[src/hw/rtl/pnc_pkg.sv]
// ----------------------------------------------------------------------------
// pnc_pkg
// Shared types, constants and helpers of the nearest palette color remap.
// ----------------------------------------------------------------------------
package pnc_pkg;

  localparam int PalDepth = 16;
  localparam int IdxW     = (PalDepth > 1) ? $clog2(PalDepth) : 1;
  localparam int TreeW    = 1 << IdxW;

  localparam int CmdW   = 2;
  localparam int EntryW = 4;
  localparam int CompW  = 16;
  localparam int ChanW  = 8;
  localparam int FracW  = 4;
  localparam int PixW   = 3 * ChanW;
  localparam int MatchW = 4;
  localparam int SizeW  = 5;

  localparam int DiffW = CompW + 1;
  localparam int MagW  = CompW;
  localparam int SqW   = 2 * MagW;
  localparam int DistW = SqW + 2;

  typedef enum logic [CmdW-1:0] {
    CMD_TGT = 2'd0,
    CMD_SRC = 2'd1,
    CMD_PIX = 2'd2,
    CMD_NOP = 2'd3
  } cmd_e;

  typedef struct packed {
    logic [CmdW-1:0]          command;
    logic [EntryW-1:0]        entry_index;
    logic signed [CompW-1:0]  comp_one;
    logic signed [CompW-1:0]  comp_two;
    logic signed [CompW-1:0]  comp_three;
    logic [PixW-1:0]          pixel_in;
    logic                     last_pixel;
  } in_word_t;

  typedef struct packed {
    logic [PixW-1:0]   pixel_out;
    logic [MatchW-1:0] match_index;
    logic              last_out;
  } out_word_t;

  // word in flight plus its decoded kind
  typedef struct packed {
    cmd_e     kind;
    in_word_t w;
  } pipe_t;

  // palette entry, component one in slot 0
  typedef logic [2:0][CompW-1:0] entry_t;

  typedef struct packed {
    logic             ok;
    logic [IdxW-1:0]  idx;
    logic [DistW-1:0] dsq;
  } cand_t;

  // round half up, clamp to 0..255
  function automatic logic [ChanW-1:0] to_byte(input logic [CompW-1:0] v);
    logic signed [CompW:0]  r;
    logic [CompW-FracW:0]   q;
    r = (CompW+1)'($signed(v)) + (CompW+1)'(1 << (FracW - 1));
    q = r[CompW:FracW];
    if (r[CompW]) begin
      return '0;
    end else if (q > (CompW-FracW+1)'((1 << ChanW) - 1)) begin
      return '1;
    end else begin
      return q[ChanW-1:0];
    end
  endfunction

  // lower index wins a tie
  function automatic cand_t pick(input cand_t a, input cand_t b);
    if (b.ok && (!a.ok || (b.dsq < a.dsq))) begin
      return b;
    end else begin
      return a;
    end
  endfunction

endpackage

[src/hw/rtl/pnc_tree.sv]
// ----------------------------------------------------------------------------
// pnc_tree
// Registered minimum tree over the distance lanes, one level per stage.
// ----------------------------------------------------------------------------
module pnc_tree import pnc_pkg::*; (
  input  logic             clk_i,
  input  logic             rst_ni,
  input  logic             en_i,
  input  logic [SizeW-1:0] size_i,
  input  pipe_t            pipe_i,
  input  logic [DistW-1:0] dist_i [PalDepth],
  output pipe_t            pipe_o,
  output logic [IdxW-1:0]  best_o
);

  cand_t node_q [1:TreeW-1];
  cand_t all_c  [1:2*TreeW-1];
  pipe_t pipe_q [IdxW];

  for (genvar l = 0; l < TreeW; l++) begin : g_leaf
    if (l < PalDepth) begin : g_lane
      assign all_c[TreeW+l] = '{ok:   (l == 0) || (l < int'(size_i)),
                                idx:  IdxW'(l),
                                dsq:  dist_i[l]};
    end else begin : g_pad
      assign all_c[TreeW+l] = '{ok: 1'b0, idx: IdxW'(l), dsq: '0};
    end
  end

  for (genvar n = 1; n < TreeW; n++) begin : g_node
    assign all_c[n] = node_q[n];
  end

  always_ff @(posedge clk_i) begin
    if (en_i) begin
      for (int n = 1; n < TreeW; n++) begin
        node_q[n] <= pick(all_c[2*n], all_c[2*n+1]);
      end
    end
  end

  always_ff @(posedge clk_i or negedge rst_ni) begin
    if (!rst_ni) begin
      for (int k = 0; k < IdxW; k++) begin
        pipe_q[k] <= '{kind: CMD_NOP, w: '0};
      end
    end else if (en_i) begin
      pipe_q[0] <= pipe_i;
      for (int k = 1; k < IdxW; k++) begin
        pipe_q[k] <= pipe_q[k-1];
      end
    end
  end

  assign pipe_o = pipe_q[IdxW-1];
  assign best_o = all_c[1].idx;

endmodule

[config.mk]
export PLATFORM = sky130hd
export DESIGN_NAME = pnc_tree
export DESIGN_NICKNAME = d
export VERILOG_FILES = /design/src/hw/rtl/pnc_pkg.sv /design/src/hw/rtl/pnc_tree.sv
export SDC_FILE = /design/constraint.sdc
export NUM_CORES = 2
export LEC_CHECK = 0
export BUFFER_PORTS_ARGS = -buffer_cell sky130_fd_sc_hd__clkbuf_2
export CORE_MARGIN = 1.5
export CORE_UTILIZATION = 43
export DETAILED_ROUTE_END_ITERATION = 8
export PLACE_DENSITY_LB_ADDON = 0.1
export RECOVER_POWER = 25
export SYNTH_ARGS = -nofsm -noshare
export SYNTH_HDL_FRONTEND = slang
export SYNTH_SLANG_ARGS = --single-unit
[constraint.sdc]
create_clock -name clk_i -period 2.8 [get_ports clk_i]
set_input_delay 0.56 -clock clk_i [delete_from_list [all_inputs] [get_ports clk_i]]
set_output_delay 0.56 -clock clk_i [all_outputs]
set_load 0.005 [all_outputs]
==> flow_summary.json <==
{
  "clkPwrFrac_pct": 34.0,
  "reg2reg_slack_ns": 0.04,
  "clock.fmax_mhz": 362,
  "syn_area_sq_um": 47000,
  "firstDrtPassIters": 5,
  "leakagePower_uw": 0.0268,
  "vdd_drop_max_uv": 471,
  "outcome": "complete, but fails checks",
  "io_pins": 718,
  "antenna_found_initial": 14,
  "gp_congestion": 0.881,
  "syn_inst": 3720,
  "slew_violations": 330,
  "seq_area_frac_synth_pct": 50.3,
  "via_per_inst": 5.13,
  "hold_class": "in -> reg",
  "cp.arrival_ns": 3.18,
  "rows": 121,
  "dpl.hpwl_mm": 98.9,
  "drt_iter0_markers": 1639,
  "wl_met1_mm": 55.0,
  "clock_latency_ns": 0.68,
  "rsz0062_at_grt": "yes",
  "final_layout_size_suffix_gt1_share_pct": 41.1,
  "r2r-end": "node_q[0][293]",
  "ant_nets": 0,
  "portBuffers": 717,
  "grt_max_degree": 89,
  "htreeDepth": 3,
  "wire_per_inst_um": 20.3,
  "synth_nets": 4848,
  "fin_skew_ns": 0.0227,
  "cts_num_sinks": 840,
  "synth_warnings": 0,
  "final.setup.tns_ns": 0,
  "yosys_most_used_dff": "edfxtp_1",
  "wl_met3_mm": 6.49,
  "initial_core_util_pct": 43.3,
  "synth_edf_count": 516,
  "die_y_um": 333,
  "whs_endpoint": "pipe_q[248]",
  "utilization_pct": 53.3,
  "crit_fanout": 6,
  "nNetsFinal": 5789,
  "grt_pass1_vias": 32000,
  "worstHoldStart": "pipe_i[5]",
  "mostFrequentLayoutCell": "clkbuf_2",
  "power_density_nw_per_um2": 652,
  "vias": 31600,
  "synth_cell_types": 63,
  "cp-startpoint": "node_q[0][595]",
  "fillerInstances": 9529,
  "top_layer_used": "met5",
  "dieArea_sq_um": 111000,
  "worst_pin_slew_ns": 2.36,
  "critPathLaunchType": "register",
  "route.met2.wl_mm": 60.5,
  "synthToLayoutAreaGrowth_pct": 23.2,
  "finalCriticalPeriod_ns": 2.76,
  "dieWidth_um": 333,
  "synth.avg_cell_area_sq_um": 12.6,
  "regArea_sq_um": 23600,
  "internal-power_uw": 27400,
  "synth_top_area_share_pct": 33.0,
  "synth.area.top_cells": "edfxtp_1 33%, mux2_2 17%, dfrtp_1 17%",
  "hold_viol_final": 0,
  "p_switching_uw": 10400,
  "core_sq_um": 109000,
  "cts.path.max_buffers": 3,
  "grt.total_usage_pct": 22.2,
  "power.share.switching_pct": 27.5,
  "fin_crit_sh_pct": 98.6,
  "cts_tree": "yes",
  "ys_ff_latch": 840,
  "holdPathStages": 2,
  "async_flop_share_pct": 38.6,
  "cp.required_ns": 3.21,
  "pre_cts_ws_ns": -0.410,
  "yosysTopAreaCell": "edfxtp_1",
  "p_comb_share_pct": 22.1,
  "final_cell_mix": "720 x clkbuf_2, 669 x mux2_2, 516 x edfxtp_1",
  "grt_overflow_total": 0,
  "drc": 0,
  "worst_slack_ns": 0.0390,
  "finalSetupViolCount": 0,
  "regToRegStartpoint": "node_q[0][595]",
  "cts.clk_slew.worst_paths_ns": 0.06,
  "root_buffer": "clkbuf_16",
  "multi_input_area_sq_um": 20800,
  "power_frac_seq_pct": 43.9,
  "violations": "max-capacitance violations, max-slew violations",
  "slew_headroom_pct": -57.5,
  "cts_buffers": 93,
  "reg2regPathDepth": 9,
  "setup.worst_path.class": "reg -> reg",
  "end_kind": "register",
  "maxCapViolations": 6,
  "wl_mm": 125,
  "grt_pass1_wl_mm": 189
}
## cell usage after synthesis (7+ instances only)
| master | instances |
|---|---|
| o21ai_0 | 81 |
| buf_2 | 22 |
| nand2b_1 | 18 |
| nor2b_1 | 19 |
| and2_1 | 105 |
| a2111oi_0 | 7 |
| nand4_1 | 78 |
| nor3_1 | 19 |
| a221o_1 | 106 |
| nor2_1 | 36 |
| mux2_2 | 704 |
| edfxtp_1 | 516 |
| o2111ai_1 | 9 |
| dfrtp_1 | 316 |
| dfstp_2 | 8 |
| a21o_1 | 64 |
| o211ai_1 | 8 |
| or2_2 | 7 |
| buf_4 | 88 |
| and4_1 | 9 |
| nand2_1 | 92 |
| nand3_1 | 41 |
| a21oi_1 | 185 |
| inv_1 | 509 |
| clkbuf_1 | 72 |
| ha_1 | 495 |
| a211oi_1 | 24 |
## timing repair
action | in CTS | in global routing
gates cloned | 2 | 5
pin swaps | 14 | 16
hold buffers | 1 | 0
resized for setup | 24 | 63
buffers inserted | 5 | 8
endpoints found under the hold margin | 51 | 0
setup endpoints to repair | 70 | 204
## per-layer routing
| metal | global-route usage [%] | up-vias |
|---|---|---|
| li1 | - | 15400 |
| met1 | 28.7 | 15300 |
| met2 | 37.9 | 678 |
| met3 | 4.67 | 168 |
| met4 | 5.55 | 18 |
| met5 | 0 | - |
## state kept, by name, summed over array words and instances (netlist names)
name,cells
node_q,516
pipe_q,243
pipe_o,81
## cell type report
class,instances,share of cell area (%)
antenna,5,0.0216
clock buffer,126,4.65
clock inverter,50,0.977
inverter,509,3.30
multi-input combinational,2183,36.0
sequential,840,40.8
tap,1414,3.06
timing repair buffer,1034,11.2
## power groups by stage
stage | sequential, uW | combinational [uW] | clock [uW]
5_1_grt | 16800 | 9270 | 13700
4_1_cts | 16600 | 8240 | 13200
3_5_place_dp | 16800 | 8040 | 0
3_3_place_gp | 16800 | 7950 | 0
6_report | 16600 | 8320 | 12800
2_1_floorplan | 16200 | 5320 | 0
## through the flow
step           cells  instance area (sq um)  power, uW  hold WS, ns
4_1_cts         6146                  57600      38000       0.0504
6_report        6161                  57900      37700        0.106
3_3_place_gp    5962                  54100      24700        0.480
3_5_place_dp    5962                  54100      24800        0.487
2_1_floorplan   3720                  47100      21500        0.264
5_1_grt         6159                  57900      39700       0.0640
## kinds of logic after synthesis
group	after synthesis	synth area share (%)
simple gates	442	5.12
buf+inv	697	6.43
flops	840	50.3
fa+ha+maj	495	13.2
compound gates	536	7.98
mux	709	17.0
other cells	1	0.00799
## worst max path at each step
| stage | end | slack [ns] | cells past startpoint |
|---|---|---|---|
| 3_3_place_gp | node_q[0][315] | -0.33 | 11 |
| 5_1_grt | node_q[0][282] | -0.03 | 9 |
| 4_1_cts | node_q[0][243] | -0.01 | 11 |
| 6_report | node_q[0][293] | 0.04 | 9 |
| 2_1_floorplan | node_q[0][317] | -0.03 | 10 |
| 3_5_place_dp | node_q[0][313] | -0.41 | 11 |
## critical path: stages (launching register included)
cell and delay [ns]:
edfxtp_1 0.52, ha_1 0.34, nand4_1 0.17, a211oi_2 0.27
a2111oi_4 0.14, o41ai_4 0.36, a21oi_4 0.07, buf_6 0.15
clkbuf_16 0.16, mux2_4 0.32
Note: power is estimated with default switching activity, not from simulation.
