--- config.mk ---
export PLATFORM = sky130hd
export DESIGN_NAME = pnc_remap
export DESIGN_NICKNAME = d
export VERILOG_FILES = /design/src/hw/rtl/pnc_pkg.sv /design/src/hw/rtl/pnc_remap.sv
export SDC_FILE = /design/constraint.sdc
export NUM_CORES = 1
export LEC_CHECK = 0
export BUFFER_PORTS_ARGS = -buffer_cell sky130_fd_sc_hd__clkbuf_2
export CORE_MARGIN = 10
export CORE_UTILIZATION = 35
export DETAILED_ROUTE_END_ITERATION = 8
export GPL_ROUTABILITY_DRIVEN = 0
export REMOVE_ABC_BUFFERS = 1
export SETUP_SLACK_MARGIN = 0.1
export SLEW_MARGIN = 20
export SYNTH_ARGS = -nofsm -noshare
export SYNTH_HDL_FRONTEND = slang
export SYNTH_SLANG_ARGS = --single-unit
--- constraint.sdc ---
create_clock -name clk_i -period 3 [get_ports clk_i]
set_clock_uncertainty 0.15 [all_clocks]
set_input_delay 0.6 -clock clk_i [delete_from_list [all_inputs] [get_ports clk_i]]
set_output_delay 0.6 -clock clk_i [all_outputs]
set_load 0.01 [all_outputs]
--- src/hw/rtl/pnc_pkg.sv ---
// ----------------------------------------------------------------------------
// pnc_pkg
// Shared types, constants and helpers of the nearest palette color remap.
// ----------------------------------------------------------------------------
package pnc_pkg;

  localparam int PalDepth = 16;
  localparam int IdxW     = (PalDepth > 1) ? $clog2(PalDepth) : 1;
  localparam int TreeW    = 1 << IdxW;

  localparam int CmdW   = 2;
  localparam int EntryW = 4;
  localparam int CompW  = 16;
  localparam int ChanW  = 8;
  localparam int FracW  = 4;
  localparam int PixW   = 3 * ChanW;
  localparam int MatchW = 4;
  localparam int SizeW  = 5;

  localparam int DiffW = CompW + 1;
  localparam int MagW  = CompW;
  localparam int SqW   = 2 * MagW;
  localparam int DistW = SqW + 2;

  typedef enum logic [CmdW-1:0] {
    CMD_TGT = 2'd0,
    CMD_SRC = 2'd1,
    CMD_PIX = 2'd2,
    CMD_NOP = 2'd3
  } cmd_e;

  typedef struct packed {
    logic [CmdW-1:0]          command;
    logic [EntryW-1:0]        entry_index;
    logic signed [CompW-1:0]  comp_one;
    logic signed [CompW-1:0]  comp_two;
    logic signed [CompW-1:0]  comp_three;
    logic [PixW-1:0]          pixel_in;
    logic                     last_pixel;
  } in_word_t;

  typedef struct packed {
    logic [PixW-1:0]   pixel_out;
    logic [MatchW-1:0] match_index;
    logic              last_out;
  } out_word_t;

  // word in flight plus its decoded kind
  typedef struct packed {
    cmd_e     kind;
    in_word_t w;
  } pipe_t;

  // palette entry, component one in slot 0
  typedef logic [2:0][CompW-1:0] entry_t;

  typedef struct packed {
    logic             ok;
    logic [IdxW-1:0]  idx;
    logic [DistW-1:0] dsq;
  } cand_t;

  // round half up, clamp to 0..255
  function automatic logic [ChanW-1:0] to_byte(input logic [CompW-1:0] v);
    logic signed [CompW:0]  r;
    logic [CompW-FracW:0]   q;
    r = (CompW+1)'($signed(v)) + (CompW+1)'(1 << (FracW - 1));
    q = r[CompW:FracW];
    if (r[CompW]) begin
      return '0;
    end else if (q > (CompW-FracW+1)'((1 << ChanW) - 1)) begin
      return '1;
    end else begin
      return q[ChanW-1:0];
    end
  endfunction

  // lower index wins a tie
  function automatic cand_t pick(input cand_t a, input cand_t b);
    if (b.ok && (!a.ok || (b.dsq < a.dsq))) begin
      return b;
    end else begin
      return a;
    end
  endfunction

endpackage

--- src/hw/rtl/pnc_remap.sv ---
// ----------------------------------------------------------------------------
// pnc_remap
// Source palette store, rounding and clamping, output register.
// ----------------------------------------------------------------------------
module pnc_remap import pnc_pkg::*; (
  input  logic            clk_i,
  input  logic            rst_ni,
  input  logic            en_i,
  input  pipe_t           pipe_i,
  input  logic [IdxW-1:0] best_i,
  output logic            out_valid_o,
  output out_word_t       out_word_o
);

  entry_t    src_q [PalDepth];
  entry_t    sel;
  logic      out_valid_q;
  out_word_t out_word_q;

  // source entries are written when a load word reaches this stage
  always_ff @(posedge clk_i) begin
    if (en_i && (pipe_i.kind == CMD_SRC) && (int'(pipe_i.w.entry_index) < PalDepth)) begin
      src_q[IdxW'(pipe_i.w.entry_index)] <= {pipe_i.w.comp_three, pipe_i.w.comp_two,
                                             pipe_i.w.comp_one};
    end
  end

  assign sel = src_q[best_i];

  always_ff @(posedge clk_i) begin
    if (en_i) begin
      out_word_q.pixel_out   <= {to_byte(sel[0]), to_byte(sel[1]), to_byte(sel[2])};
      out_word_q.match_index <= MatchW'(best_i);
      out_word_q.last_out    <= pipe_i.w.last_pixel;
    end
  end

  always_ff @(posedge clk_i or negedge rst_ni) begin
    if (!rst_ni) begin
      out_valid_q <= 1'b0;
    end else if (en_i) begin
      out_valid_q <= (pipe_i.kind == CMD_PIX);
    end
  end

  assign out_valid_o = out_valid_q;
  assign out_word_o  = out_word_q;

endmodule

==> qor.yml, run 1 <==
clock_network:
  cts_tree: "yes"
  cts_max_level: 3
  insertion_delay_ps: 600
  cts_root_buf: "clkbuf_16"
  cts.sinks: 654
  cts_buffers: 70
  path_clk_slew_ps: 60
  cts.path.max_buffers: 3
synth:
  synth_edf_count: 653
  synth-xor-area-share: 0.00549
  synth.distinct_cells: 61
  synthArstFlopShare: 0.00153
  synth_ff_type: "edfxtp_1"
  synth_top_family_by_area: "multiplexers"
  synth-compound-area-share: 0.0276
  synthAdderAreaFrac: 0.00147
  synth_area_um2: 25500
  postSynthAreaPerCell_um2: 22.6
  synth.top_cell.area_share: 0.769
  synth_simple_gate_area_share: 0.0248
  synth.yosys.warnings: 0
  yosys-mux-area-fraction: 0.154
  synth-seq-cells: 654
  synth_area_leader_cell: "edfxtp_1"
  ys_seq_area_frac: 0.770
  synth_area_leaders: "edfxtp_1 (77%), mux4_2 (14%), a22oi_1 (0.85%), mux4_1 (0.62%), buf_6 (0.57%)"
  syn_inst: 1129
worst_setup_path:
  crit_type: "primary input to register"
  regToRegStartpoint: "src_q[5][47]$_DFFE_PP_"
  reg2reg_depth: 7
  required_ps: 3200
  end_kind: "register"
  critPathLaunchType: "primary input"
  arrival_ps: 3200
  r2r-end: "out_word_o[5]$_SDFFCE_PP0P_"
  rrSetupSlack_ps: 50
  path_max_fanout: 7
  cp-startpoint: "best_i[0]"
pwr:
  combPwrFrac: 0.071
  power_mw: 20.1
  p_sw_mw: 4.28
  peakVddDrop_v: 0.000410
  pwr-share-seq: 0.508
  p_clk_frac: 0.421
  p_leak_nw: 10.4
  powerDensity_nw_per_um2: 635
  switching_share: 0.213
  intPower_mw: 15.8
placement:
  dpl.hpwl_mm: 37.5
  dpl_cell_area_um2: 28600
  port_buffers: 82
  dp.cells: 2295
  pre_cts_slack_ps: -757
hold_path:
  holdPathStages: 3
  holdCritPathClass: "primary input to register"
  min_to: "out_valid_o$_DFFE_PN0P_"
  hold_start: "pipe_i[80]"
finish:
  final_cell_mix: "edfxtp_1 (653), mux4_2 (165), buf_4 (161)"
  fin_nets: 1542
  antenna_cells: 0
  layout-drive-gt1-share: 0.427
  final_common_cell: "edfxtp_1"
  n_fill_cell: 6147
  areaGrowthSynthToFinish_pct: 24.1
  final_util: 0.441
  design_area_um2: 31700
  fin_cells: 2457
route:
  wire_per_inst_um: 25.8
  dr.pass1.iters: 5
  wl_mm: 63.5
  drc: 0
  drt-vias-per-instance: 5.34
  vias: 13132
  drt-initial-drc-count: 1376
  antenna_left: 0
status:
  status: "complete, but fails checks"
  violations: "setup timing"
die:
  fp.dieW_um: 290
  die_area_um2: 84100
  start_util: 0.355
  ios: 118
  coreArea_um2: 71900
  dieHeight_um: 290
  num_rows: 98
global_route:
  grt_pass1_vias: 13695
  overflow: 0
  grt_usage: 0.147
  grt_max_degree: 40
  antenna_found_initial: 4
  grt_pass1_wl_mm: 93.0
timing:
  hold_viol: 0
  setup_slack_ps: -0.555
  tightest_slew_ps: 542
  finalCriticalPeriod_ps: 3000
  holdWs_ps: 129
  finalSetupTns_ps: -0.555
  finalCritPeriodShare: 1.00
  slew_headroom: 0.638
  grt_setup_unrepaired: "yes"
  fmax_mhz: 333
  drv_slew: 0
  finalSetupViolCount: 1
job:
  maxCapViolations: 0
-- final cells by class --
class,instances,area (µm²),share of cell area
clock buffers,82,1860,0.0588
flip-flops and latches,654,19600,0.620
repair buffers,300,2730,0.0863
clock inverters,46,392,0.0124
well taps,950,1190,0.0375
multi-input cells,417,5830,0.184
inverters,8,30.0,0.000948
-- cell usage after synthesis, types with 8 or more instances --
master / count
a21oi_1: 16
a22oi_1: 29
buf_2: 14
buf_6: 13
edfxtp_1: 653
mux2i_1: 14
mux4_2: 161
nand2_1: 32
nand3_1: 13
nand4_1: 9
nor2_1: 21
nor3_1: 8
xor2_1: 10
-- worst max-delay path, stage by stage --
cell      delay (ps)
buf_16           130
buf_12           160
buf_12           140
mux4_2           510
mux4_2           530
nor3_4           200
nand3b_1         100
or4_4            470
a31o_1           190
and2_1           150
-- cell families after synthesis --
logic type                 count (synthesis)
buffers and inverters                     58
DFF                                      654
muxes                                    182
xor gates and xnor gates                  16
and+or+nand+nor                          122
adders and majority gates                  3
AOI/OAI and AO/OA                         94
-- power by group through the flow --
| stage | Clock, mW | Combinational [mW] | Sequential, mW |
|---|---|---|---|
| floorplan | 0 | 0.501 | 10.4 |
| global placement | 0 | 1.25 | 10.4 |
| detailed placement | 0 | 1.27 | 10.4 |
| CTS | 8.62 | 1.36 | 10.2 |
| global route | 9.02 | 1.54 | 10.2 |
| finish | 8.46 | 1.43 | 10.2 |
-- timing repair --
item | CTS | global route
endpoints found under the setup margin | 24 | 24
resized for setup | 36 | 56
buffers inserted | 13 | 13
cloned | 5 | 1
pin swaps | 12 | 19
hold endpoints to repair | 2 | 0
hold buffers | 2 | 0
-- state kept, by name, indices dropped and copies added, names as in the netlist --
register	cells
out_word_o	29
src_q	624
out_valid_o	1
-- metal layers --
metal | vias up | part of all wire | track usage | wire [µm]
met4 | 8 | 0.023 | 0.0393 | 1480
met3 | 123 | 0.067 | 0.0320 | 4230
met1 | 7018 | 0.43 | 0.203 | 27400
li1 | 5505 | - | - | -
met2 | 478 | 0.48 | 0.234 | 30400
met5 | - | 0.00074 | 0 | 47
-- worst max path at each step --
| stage | end |
|---|---|
| after floorplan | src_q[0][10]$_DFFE_PP_ |
| after global placement | out_word_o[5]$_SDFFCE_PP0P_ |
| after detailed placement | out_word_o[8]$_SDFFCE_PP0P_ |
| after CTS | out_word_o[5]$_SDFFCE_PP0P_ |
| after global routing | out_word_o[5]$_SDFFCE_PP0P_ |
| final | out_word_o[5]$_SDFFCE_PP0P_ |
No activity file was read; power rests on OpenSTA's default activity.
==> inputs of run 2 (changes only) <==
PLACE_DENSITY = 0.61   (was not set)
TNS_END_PERCENT = 30   (was not set)
==> run 2 against run 1 <==
Against the previous run:
- the run now ends clean
- clock-buffer cell count increased by 2
- register-to-register slack improved by 50 ps
- sequential power about the same
- critical path type unchanged
- design area decreased by 0.28%
- routed wire length increased by 0.72%
==> qor.yml, run 2 (synthesized netlist as in run 1, its figures left out) <==
worst_setup_path:
  crit_chain: "buf_16 -> clkbuf_16 -> buf_12 -> mux4_2 -> a22oi_1 -> nand2_1 -> ha_2 -> and2_4 -> nand3b_1 -> or4_4 -> a31o_1 -> and2_1"
  end_kind: "register"
  slowest_delay_ps: 480
  crit_type: "primary input to register"
  arrival_ps: 3160
  critPathLaunchType: "primary input"
  crit_slowest_cell: "mux4_2"
  required_ps: 3220
  path_max_fanout: 7
finish:
  layout-drive-gt1-share: 0.411
  fin_cells: 2468
  regMostFlops: "src_q"
  fin_nets: 1557
  design_area_um2: 31600
  antenna_cells: 0
  areaGrowthSynthToFinish_pct: 23.8
  largest_reg_flops: 624
  final_cell_mix: "edfxtp_1 (653), buf_4 (183), mux4_2 (161)"
  final_common_cell: "edfxtp_1"
clock_network:
  path_clk_slew_ps: 60
  cts_max_level: 3
  cts_tree: "yes"
  cts.path.max_buffers: 3
  insertion_delay_ps: 600
  cts_root_buf: "clkbuf_16"
  cts.sinks: 654
  cts_buffers: 70
job:
  maxCapViolations: 0
timing:
  slew_headroom: 0.648
  fmax_mhz: 340
  holdWs_ps: 115
  drv_slew: 0
  finalCritPeriodShare: 0.981
  finalSetupViolCount: 0
  tightest_slew_ps: 527
  hold_viol: 0
  grt_setup_unrepaired: "yes"
  finalCriticalPeriod_ps: 2940
die:
  ios: 118
  coreArea_um2: 71900
  start_util: 0.355
  fp.dieW_um: 290
  num_rows: 98
  die_area_um2: 84100
  dieHeight_um: 290
placement:
  port_buffers: 82
  dp.cells: 2317
  dpl_cell_area_um2: 28800
  dpl.hpwl_mm: 36.7
route:
  wl_mm: 64.0
  vias: 13074
  drt-initial-drc-count: 1328
  dr.pass1.iters: 5
  drt-vias-per-instance: 5.30
  drc: 0
  wire_per_inst_um: 25.9
  antenna_left: 0
pwr:
  peakVddDrop_v: 0.000365
  powerDensity_nw_per_um2: 629
  p_leak_nw: 10.4
global_route:
  grt_max_degree: 40
  grt_pass1_vias: 13364
  grt_usage: 0.146
  antenna_found_initial: 5
  grt_pass1_wl_mm: 91.5
  overflow: 0
status:
  status: "complete, no violations"
hold_path:
  holdCritPathClass: "primary input to register"
==> run 2: cell count changes in the layout (fill, tap and decap cells not counted), sizes merged <==
cell,change
clkinv,-5
bufinv,-1
clkbuf,+6
bufbuf,-1
buf,+12
==> run 2: where the power goes <==
group | total [mW] | internal, mW | switching, mW
combinational | 1.41 | 0.686 | 0.726
clock | 8.25 | 4.78 | 3.47
sequential | 10.2 | 10.2 | 0.0344
total | 19.9 | 15.6 | 4.23
==> run 2: area by class of cell <==
| class | count | area [µm²] |
|---|---|---|
| Inverter | 8 | 30.0 |
| Fill cell | 6143 | 40300 |
| Clock inverter | 40 | 344 |
| Clock buffer | 84 | 1830 |
| Multi-Input combinational cell | 417 | 5770 |
| Sequential cell | 654 | 19600 |
| Tap cell | 950 | 1190 |
| Timing Repair Buffer | 315 | 2790 |
==> run 2: routing by layer <==
metal | routed length (µm) | global-route usage | vias up
li1 | - | - | 5545
met1 | 26500 | 0.189 | 6971
met2 | 31900 | 0.243 | 434
met3 | 3850 | 0.0313 | 116
met4 | 1620 | 0.0434 | 8
met5 | 43 | 0 | -
==> run 2: worst max-delay path, delay by kind of cell <==
family | cells | cell delay, ps
AO/OA/AOI/OAI | 2 | 380
adder cells (fa/ha/maj) | 1 | 230
buffers and inverters | 3 | 430
multiplexers | 1 | 480
AND/OR/NAND/NOR | 5 | 1010
==> run 2: worst paths after layout <==
path,start,end,slack [ps],depth (start not counted)
min in group asynchronous,rst_ni,out_valid_o$_DFFE_PN0P_,160,2
setup / recovery,best_i[0],out_word_o[5]$_SDFFCE_PP0P_,60,12
setup reg to reg,src_q[13][46]$_DFFE_PP_,out_word_o[5]$_SDFFCE_PP0P_,100,7
max in group asynchronous,rst_ni,out_valid_o$_DFFE_PN0P_,2460,2
hold reg to reg,out_valid_o$_DFFE_PN0P_,out_valid_o$_DFFE_PN0P_,380,2
hold / removal,pipe_i[80],out_valid_o$_DFFE_PN0P_,110,3
==> run 2: stage by stage <==
stage	worst slack (ps)	power (mW)	util	setup TNS, ps
finish	56.4	19.9	0.440	0
global route	-18.0	20.5	0.440	-18.0
CTS	31.1	20.0	0.433	0
detailed placement	-744	11.7	0.401	-16600
global placement	-744	11.7	0.401	-15490
floorplan	-1480	10.9	-	-337620
==> run 2: timing repair <==
action,CTS,global route
endpoints found under the setup margin,24,24
hold endpoints to repair,2,0
hold buffers,2,0
setup buffers,3,15
resized for setup,15,37
cloned,1,6
pin swaps,1,17
